## config.mk

```make
export PLATFORM = sky130hd
export DESIGN_NAME = cse_divsqrt
export DESIGN_NICKNAME = d
export VERILOG_FILES = /design/src/rtl/column_statistics_engine_top_macros.svh /design/src/rtl/cse_divsqrt.sv
export SDC_FILE = /design/constraint.sdc
export NUM_CORES = 1
export LEC_CHECK = 0
export BUFFER_PORTS_ARGS = -buffer_cell sky130_fd_sc_hd__buf_2
export CAP_MARGIN = 5
export CORE_MARGIN = 2
export CORE_UTILIZATION = 48
export DETAILED_ROUTE_END_ITERATION = 6
export HOLD_SLACK_MARGIN = 0.08
export PLACE_DENSITY = 0.77
export SYNTH_ARGS = -nofsm -noshare
export SYNTH_HDL_FRONTEND = slang
export SYNTH_SLANG_ARGS = --single-unit
```

## constraint.sdc

```tcl
create_clock -name clk -period 12.7 [get_ports clk]
set_clock_uncertainty 0.05 [all_clocks]
set_input_delay 0 -clock clk [delete_from_list [all_inputs] [get_ports clk]]
set_output_delay 0 -clock clk [all_outputs]
set_load 0.1 [all_outputs]
```

## src/rtl/column_statistics_engine_top_macros.svh

```systemverilog
`ifndef COLUMN_STATISTICS_ENGINE_TOP_MACROS_SVH
`define COLUMN_STATISTICS_ENGINE_TOP_MACROS_SVH
// Assertion helpers
`define CSE_ASSERT_IMPL(label, clk, rst_n, a, b) \
    label: assert property (@(posedge clk) disable iff (!rst_n) (a) |-> (b)) \
        else $error("%m: implication failed");
`define CSE_ASSERT_NEXT(label, clk, rst_n, a, b) \
    label: assert property (@(posedge clk) disable iff (!rst_n) (a) |=> (b)) \
        else $error("%m: next-cycle check failed");
`endif

```

## src/rtl/cse_divsqrt.sv

```systemverilog
// Shared multicycle unit: restoring unsigned divide, then bit-pair square root.
module cse_divsqrt #(
    parameter int NW = 64,
    parameter int DW = 17
) (
    input  logic          clk,
    input  logic          rst_n,
    input  logic          go_div,
    input  logic          go_sqrt,
    input  logic [NW-1:0] num,
    input  logic [DW-1:0] den,
    output logic          done,
    output logic [NW-1:0] result
);
    localparam int CW = $clog2(NW + 1);

    logic [NW-1:0] q_reg, rem_reg, x_reg, res_reg, bit_reg;
    logic [DW-1:0] den_reg;
    logic [CW-1:0] cnt_reg;
    logic          div_busy_reg, sqrt_busy_reg, done_reg;

    logic [NW:0]   rem_sh;
    logic [NW-1:0] trial;

    assign rem_sh = {rem_reg, q_reg[NW-1]};
    assign trial  = res_reg + bit_reg;
    assign done   = done_reg;
    assign result = sqrt_busy_reg ? res_reg : q_reg;

    always_ff @(posedge clk or negedge rst_n)
    begin
        if (!rst_n)
        begin
            div_busy_reg  <= 1'b0;
            sqrt_busy_reg <= 1'b0;
            done_reg      <= 1'b0;
            cnt_reg       <= '0;
        end
        else
        begin
            done_reg <= 1'b0;
            if (go_div)
            begin
                div_busy_reg  <= 1'b1;
                sqrt_busy_reg <= 1'b0;
                q_reg         <= num;
                rem_reg       <= '0;
                den_reg       <= den;
                cnt_reg       <= CW'(NW);
            end
            else if (go_sqrt)
            begin
                sqrt_busy_reg <= 1'b1;
                div_busy_reg  <= 1'b0;
                x_reg         <= num;
                res_reg       <= '0;
                bit_reg       <= NW'(1) << (NW - 2);
            end
            else if (div_busy_reg)
            begin
                if (rem_sh >= (NW+1)'(den_reg))
                begin
                    rem_reg <= NW'(rem_sh - (NW+1)'(den_reg));
                    q_reg   <= {q_reg[NW-2:0], 1'b1};
                end
                else
                begin
                    rem_reg <= NW'(rem_sh);
                    q_reg   <= {q_reg[NW-2:0], 1'b0};
                end
                cnt_reg <= cnt_reg - 1'b1;
                if (cnt_reg == CW'(1))
                begin
                    div_busy_reg <= 1'b0;
                    done_reg     <= 1'b1;
                end
            end
            else if (sqrt_busy_reg && !done_reg)
            begin
                if (bit_reg == '0)
                begin
                    done_reg <= 1'b1;
                end
                else
                begin
                    if (x_reg >= trial)
                    begin
                        x_reg   <= x_reg - trial;
                        res_reg <= (res_reg >> 1) + bit_reg;
                    end
                    else
                    begin
                        res_reg <= res_reg >> 1;
                    end
                    bit_reg <= bit_reg >> 2;
                end
            end
            else if (done_reg)
            begin
                sqrt_busy_reg <= sqrt_busy_reg;
            end
        end
    end
endmodule

```

After elaboration in Yosys (flattened, before gate mapping) --
Cells that the tools add are included. W data, S select, Z words.
Storage, ports and cells: flip-flop bits (word level) 347, output and inout bits 65, input port bits 85
Cells by class: muxes and demuxes 35, order comparisons 2, $add $sub $neg 5, equality and inequality tests 4, bitwise gates (word level) 1, reduce and logical (&&, ||, !) cells 12
Operator list (number):
- $mux W64 | 19
- $ge A65 B17 Y1 | 1
- $add A63 B64 Y64 | 1
- $add A64 B64 Y64 | 1
- $ge A64 B64 Y1 | 1
- $logic_not A64 Y1 | 1
- $sub A64 B17 Y64 | 1
- $sub A64 B64 Y64 | 1
- $mux W7 | 3
- $mux W1 | 13
- $reduce_bool A2 Y1 | 4
- $eq A7 B1 Y1 const B | 1
- $sub A7 B1 Y7 const B | 1
- $ne A2 B2 Y1 const B | 3
- $reduce_and A6 Y1 | 1
- $reduce_and A5 Y1 | 1
- $reduce_and A2 Y1 | 2
- $reduce_and A3 Y1 | 1
- $logic_and A1 B1 Y1 | 1
- $logic_not A1 Y1 | 1
- $not A1 Y1 | 1

Longest topological paths before layout --
depth after elaboration 7, mapped depth 26

Worst setup path after synthesis --
No wires, ideal clock.
kind flip-flop to flip-flop, start point register res_reg[10], end point register x_reg[0] (enable), data arrival time 9674 ps, cell stages (with the launch flop) 25, setup time 583 ps, required time 12067 ps, slack 2393 ps, cells stage by stage edfxtp_1 ha_1 a31o_2 a31oi_1 o221ai_1 a311o_1 a21oi_1 a2bb2oi_1 o21ai_0 and3_1 nor4_1 a311oi_1 ha_1 clkbuf_1 nand4_1 or2_2 nor3_1 a41oi_1 and2_1 o211ai_1 a21oi_1 or2_2 clkbuf_1 clkbuf_1 a21boi_0
Between the ends: word-level cells in the longest chain between the ends 4
Ends and longest elaborated chain:
- start, declared | RTL line cse_divsqrt.sv:17 | logic [NW-1:0] q_reg, rem_reg, x_reg, res_reg, bit_reg;
- start signal, assigned | RTL line cse_divsqrt.sv:89 | res_reg <= (res_reg >> 1) + bit_reg;
- start signal, assigned | RTL line cse_divsqrt.sv:93 | res_reg <= res_reg >> 1;
- $add A64 B64 Y64 | RTL line cse_divsqrt.sv:26 | assign trial = res_reg + bit_reg;
- $ge A64 B64 Y1 | RTL line cse_divsqrt.sv:86 | if (x_reg >= trial)
- $reduce_bool A2 Y1 (no line)
- $reduce_and A6 Y1 (no line)
- end signal, assigned | RTL line cse_divsqrt.sv:55 | x_reg <= num;
- end signal, assigned | RTL line cse_divsqrt.sv:88 | x_reg <= x_reg - trial;
- end, declared | RTL line cse_divsqrt.sv:17
Every way passes these cells. A chain may end at the register's enable or synchronous reset.

Final worst setup path --
start point register res_reg[10], end point register x_reg[53] (enable)
Same word-level chain as after synthesis.

==> reports/results.txt <==
crit start category - flop
post-layout util - 0.560
commonest cells after routing, fill and taps aside - 305 x edfxtp_1, 266 x nand2_1, 251 x nor2_1
Mean Syn Cell Area - 9.33 um2
worst skew pair latency - 0.60 ns
hold_buf cts - 116
cell count after synthesis - 2605
crit path kind - flop to flop
crit path capture type - flop
Period minus WS final - 7.96 ns
Worst Path Arrival - 8.12 ns
critical-path cell list - ha_1, a31o_2, a31oi_1, o221ai_1, a311o_1, a21oi_1, a2bb2oi_1, o21ai_0, and3_1, nor4_1, a311oi_1, ha_1, nand4_1, or2_2, nor3_1, a41oi_1, and2_1, o211ai_1, a21oi_2, buf_4, or2_2, a21boi_4, buf_4
Die Ht - 229 um
drt via density - 6.12
DR pass1 iterations - 5
Max-slew headroom - 0.188
Post-synth ARST share - 0.0317
Reg area - 0.00941 mm2
Initial Utilization - 0.485
CTS buffer count - 39
Fin. Hold Viols - 0
H-tree level count - 2
CTS sink count - 315
hpwl dp - 49900 um
die width - 229 um
Fmax achieved - 0.126 GHz
antenna-violating nets left - 0
IO Port Bufs - 149
Core ar. - 0.0501 mm2
Min-Delay Startpoint - den[8]
Static Leakage - 10.3 nW
num ports - 150
die area - 0.0524 mm2
# DRC - 0
layout net count - 3026
total number of yosys warnings - 0
worst-margin pin slew - 1.21 ns
Worst R2R End - x_reg[53]
r2r startpoint - res_reg[10]
detailed-route wire length - 71400 um
Placed Instances - 3305
Mapped Nets - 2841
via count - 21400
Crit-path slowest cell - a21boi_4
Slew Limit Fails - 0
Yosys cell types - 74
Iteration-0 DRC Markers - 1901
final setup fails - 0
CTS tree - yes
Setup TNS - 0 ns
clock slew at reported path FFs - 0.06 ns
status - finished clean
hold endpoint - den_reg[8]
CP max stage delay - 0.95 ns
Synth Flop Type - edfxtp_1
period utilisation layout - 0.627
commonest non-fill, non-tap cell in the layout - edfxtp_1
Site Rows - 82
Synth-to-Final Area Change - 15.4%
first-pass GRT wire length - 111000 um
R2R depth - 23
gpl congestion - 1.00
share of cells above drive strength 1 - 0.149
synthesized cell area - 0.0243 mm2
#FFs+latches synth - 315
CTS resizes - 0
sequential element share of the synthesized area - 0.387
Tot GR Track Use - 0.264
total chip power - 3.35 mW
postcts setup bufs - 0
remaining global-route overflow - 0
drt wl/cell - 20.4 um
Max Root-Sink Buffers - 3
Worst Path Max Fanout - 39
Post-synth EDFFs - 305
number of global-route vias before repair - 20800
maximum VDD drop - 0.000109 V
initial antenna violation count - 0
RSZ-0062 raised after global routing - no
hold path depth - 2
area of the multi-input gates - 0.0142 mm2
setup slack, reg-to-reg - 4.74 ns
# fillers - 4415
largest net degree at the start of global routing - 120
Root Buffer Master - clkbuf_16
final non-filler cell total - 3493
max cap viols - 0
Power Density - 119 mW/mm2
Worst Hold Class - input port to flop
Critical path origin - res_reg[10]
ant diodes - 0
data required time of the worst path - 12.86 ns
cell type report:
class,instances,area share
Timing Repair Buffer,282,0.0729
Tap cell,672,0.0300
Inverter,61,0.00817
Clock buffer,45,0.0356
Clock inverter,27,0.0117
Sequential cell,315,0.336
Multi-Input combinational cell,2091,0.506
power breakdown:
| part | total, mW | switching, mW | leakage (nW) | internal (mW) |
|---|---|---|---|---|
| combinational | 0.892 | 0.574 | 6.66 | 0.318 |
| clock | 1.17 | 0.494 | 0.639 | 0.678 |
| sequential | 1.28 | 0.0614 | 3.03 | 1.22 |
| total | 3.35 | 1.13 | 10.3 | 2.22 |
synth_stat cells, types with 8 or more instances:
| cell | instances | area (um2) |
|---|---|---|
| nor3_1 | 65 | 325 |
| a211oi_1 | 76 | 571 |
| a31o_2 | 20 | 175 |
| o21ai_0 | 172 | 861 |
| and4_1 | 8 | 70.1 |
| nor4_1 | 32 | 200 |
| nand4_1 | 58 | 363 |
| ha_1 | 149 | 1860 |
| o31ai_1 | 16 | 120 |
| or3_1 | 23 | 144 |
| or2_2 | 12 | 75.1 |
| a21o_1 | 40 | 300 |
| clkbuf_1 | 124 | 465 |
| o21bai_1 | 31 | 233 |
| dfrtp_1 | 10 | 250 |
| o211ai_1 | 16 | 120 |
| a21oi_1 | 133 | 666 |
| nand3_1 | 38 | 190 |
| inv_1 | 61 | 229 |
| edfxtp_1 | 305 | 9160 |
| a31oi_1 | 68 | 425 |
| mux2_2 | 135 | 1520 |
| nand2_1 | 266 | 998 |
| mux2i_1 | 10 | 100 |
| and3_1 | 20 | 125 |
| xnor2_1 | 121 | 1060 |
| nor2b_1 | 56 | 350 |
| nor2_1 | 254 | 953 |
| xor2_1 | 106 | 928 |
| or4_1 | 10 | 75.1 |
| a22o_1 | 11 | 96.3 |
| and2_1 | 9 | 56.3 |
| o21a_1 | 13 | 97.6 |
| a21boi_0 | 12 | 90.1 |
| nand2b_1 | 19 | 119 |
logic make-up after synthesis:
kind of cell,synth area share
AOI/OAI and AO/OA,0.177
adders and majority gates,0.0784
buffers and inverters,0.0314
xor gates and xnor gates,0.0818
DFF,0.387
and+or+nand+nor,0.177
muxes,0.0667
critical path, delay by kind of cell, from the launching register on:
kind	cells	cell delay (ns)
AO/OA/AOI/OAI	12	3.34
adder cells (fa/ha/maj)	2	0.83
buffers and inverters	2	0.88
flip-flops	1	0.51
AND/OR/NAND/NOR	7	1.87
stage by stage:
step	area, um2	setup WS [ns]	hold slack, ns
after global placement	25500	5.08	0.0276
after floorplan	24300	2.39	-0.346
final	28000	4.74	0.128
after global routing	28000	4.39	0.129
after CTS	28000	4.85	0.0828
after detailed placement	25500	4.89	0.0356
how the worst max path moves through the flow:
stage	end	slack, ns	cells after the start
after floorplan	x_reg[0]	2.39	24
after global placement	x_reg[63]	5.08	23
after detailed placement	x_reg[63]	4.89	23
after CTS	x_reg[53]	4.85	23
after global routing	x_reg[53]	4.39	23
final	x_reg[53]	4.74	23
layer usage:
| metal | part of all wire | routed length (um) | GRT usage |
|---|---|---|---|
| met1 | 0.42 | 30300 | 0.342 |
| met2 | 0.48 | 34400 | 0.453 |
| met3 | 0.060 | 4280 | 0.0286 |
| met4 | 0.034 | 2440 | 0.0998 |
| met5 | 0 | 0 | 0 |
Note: power is estimated with default switching activity, not from simulation.
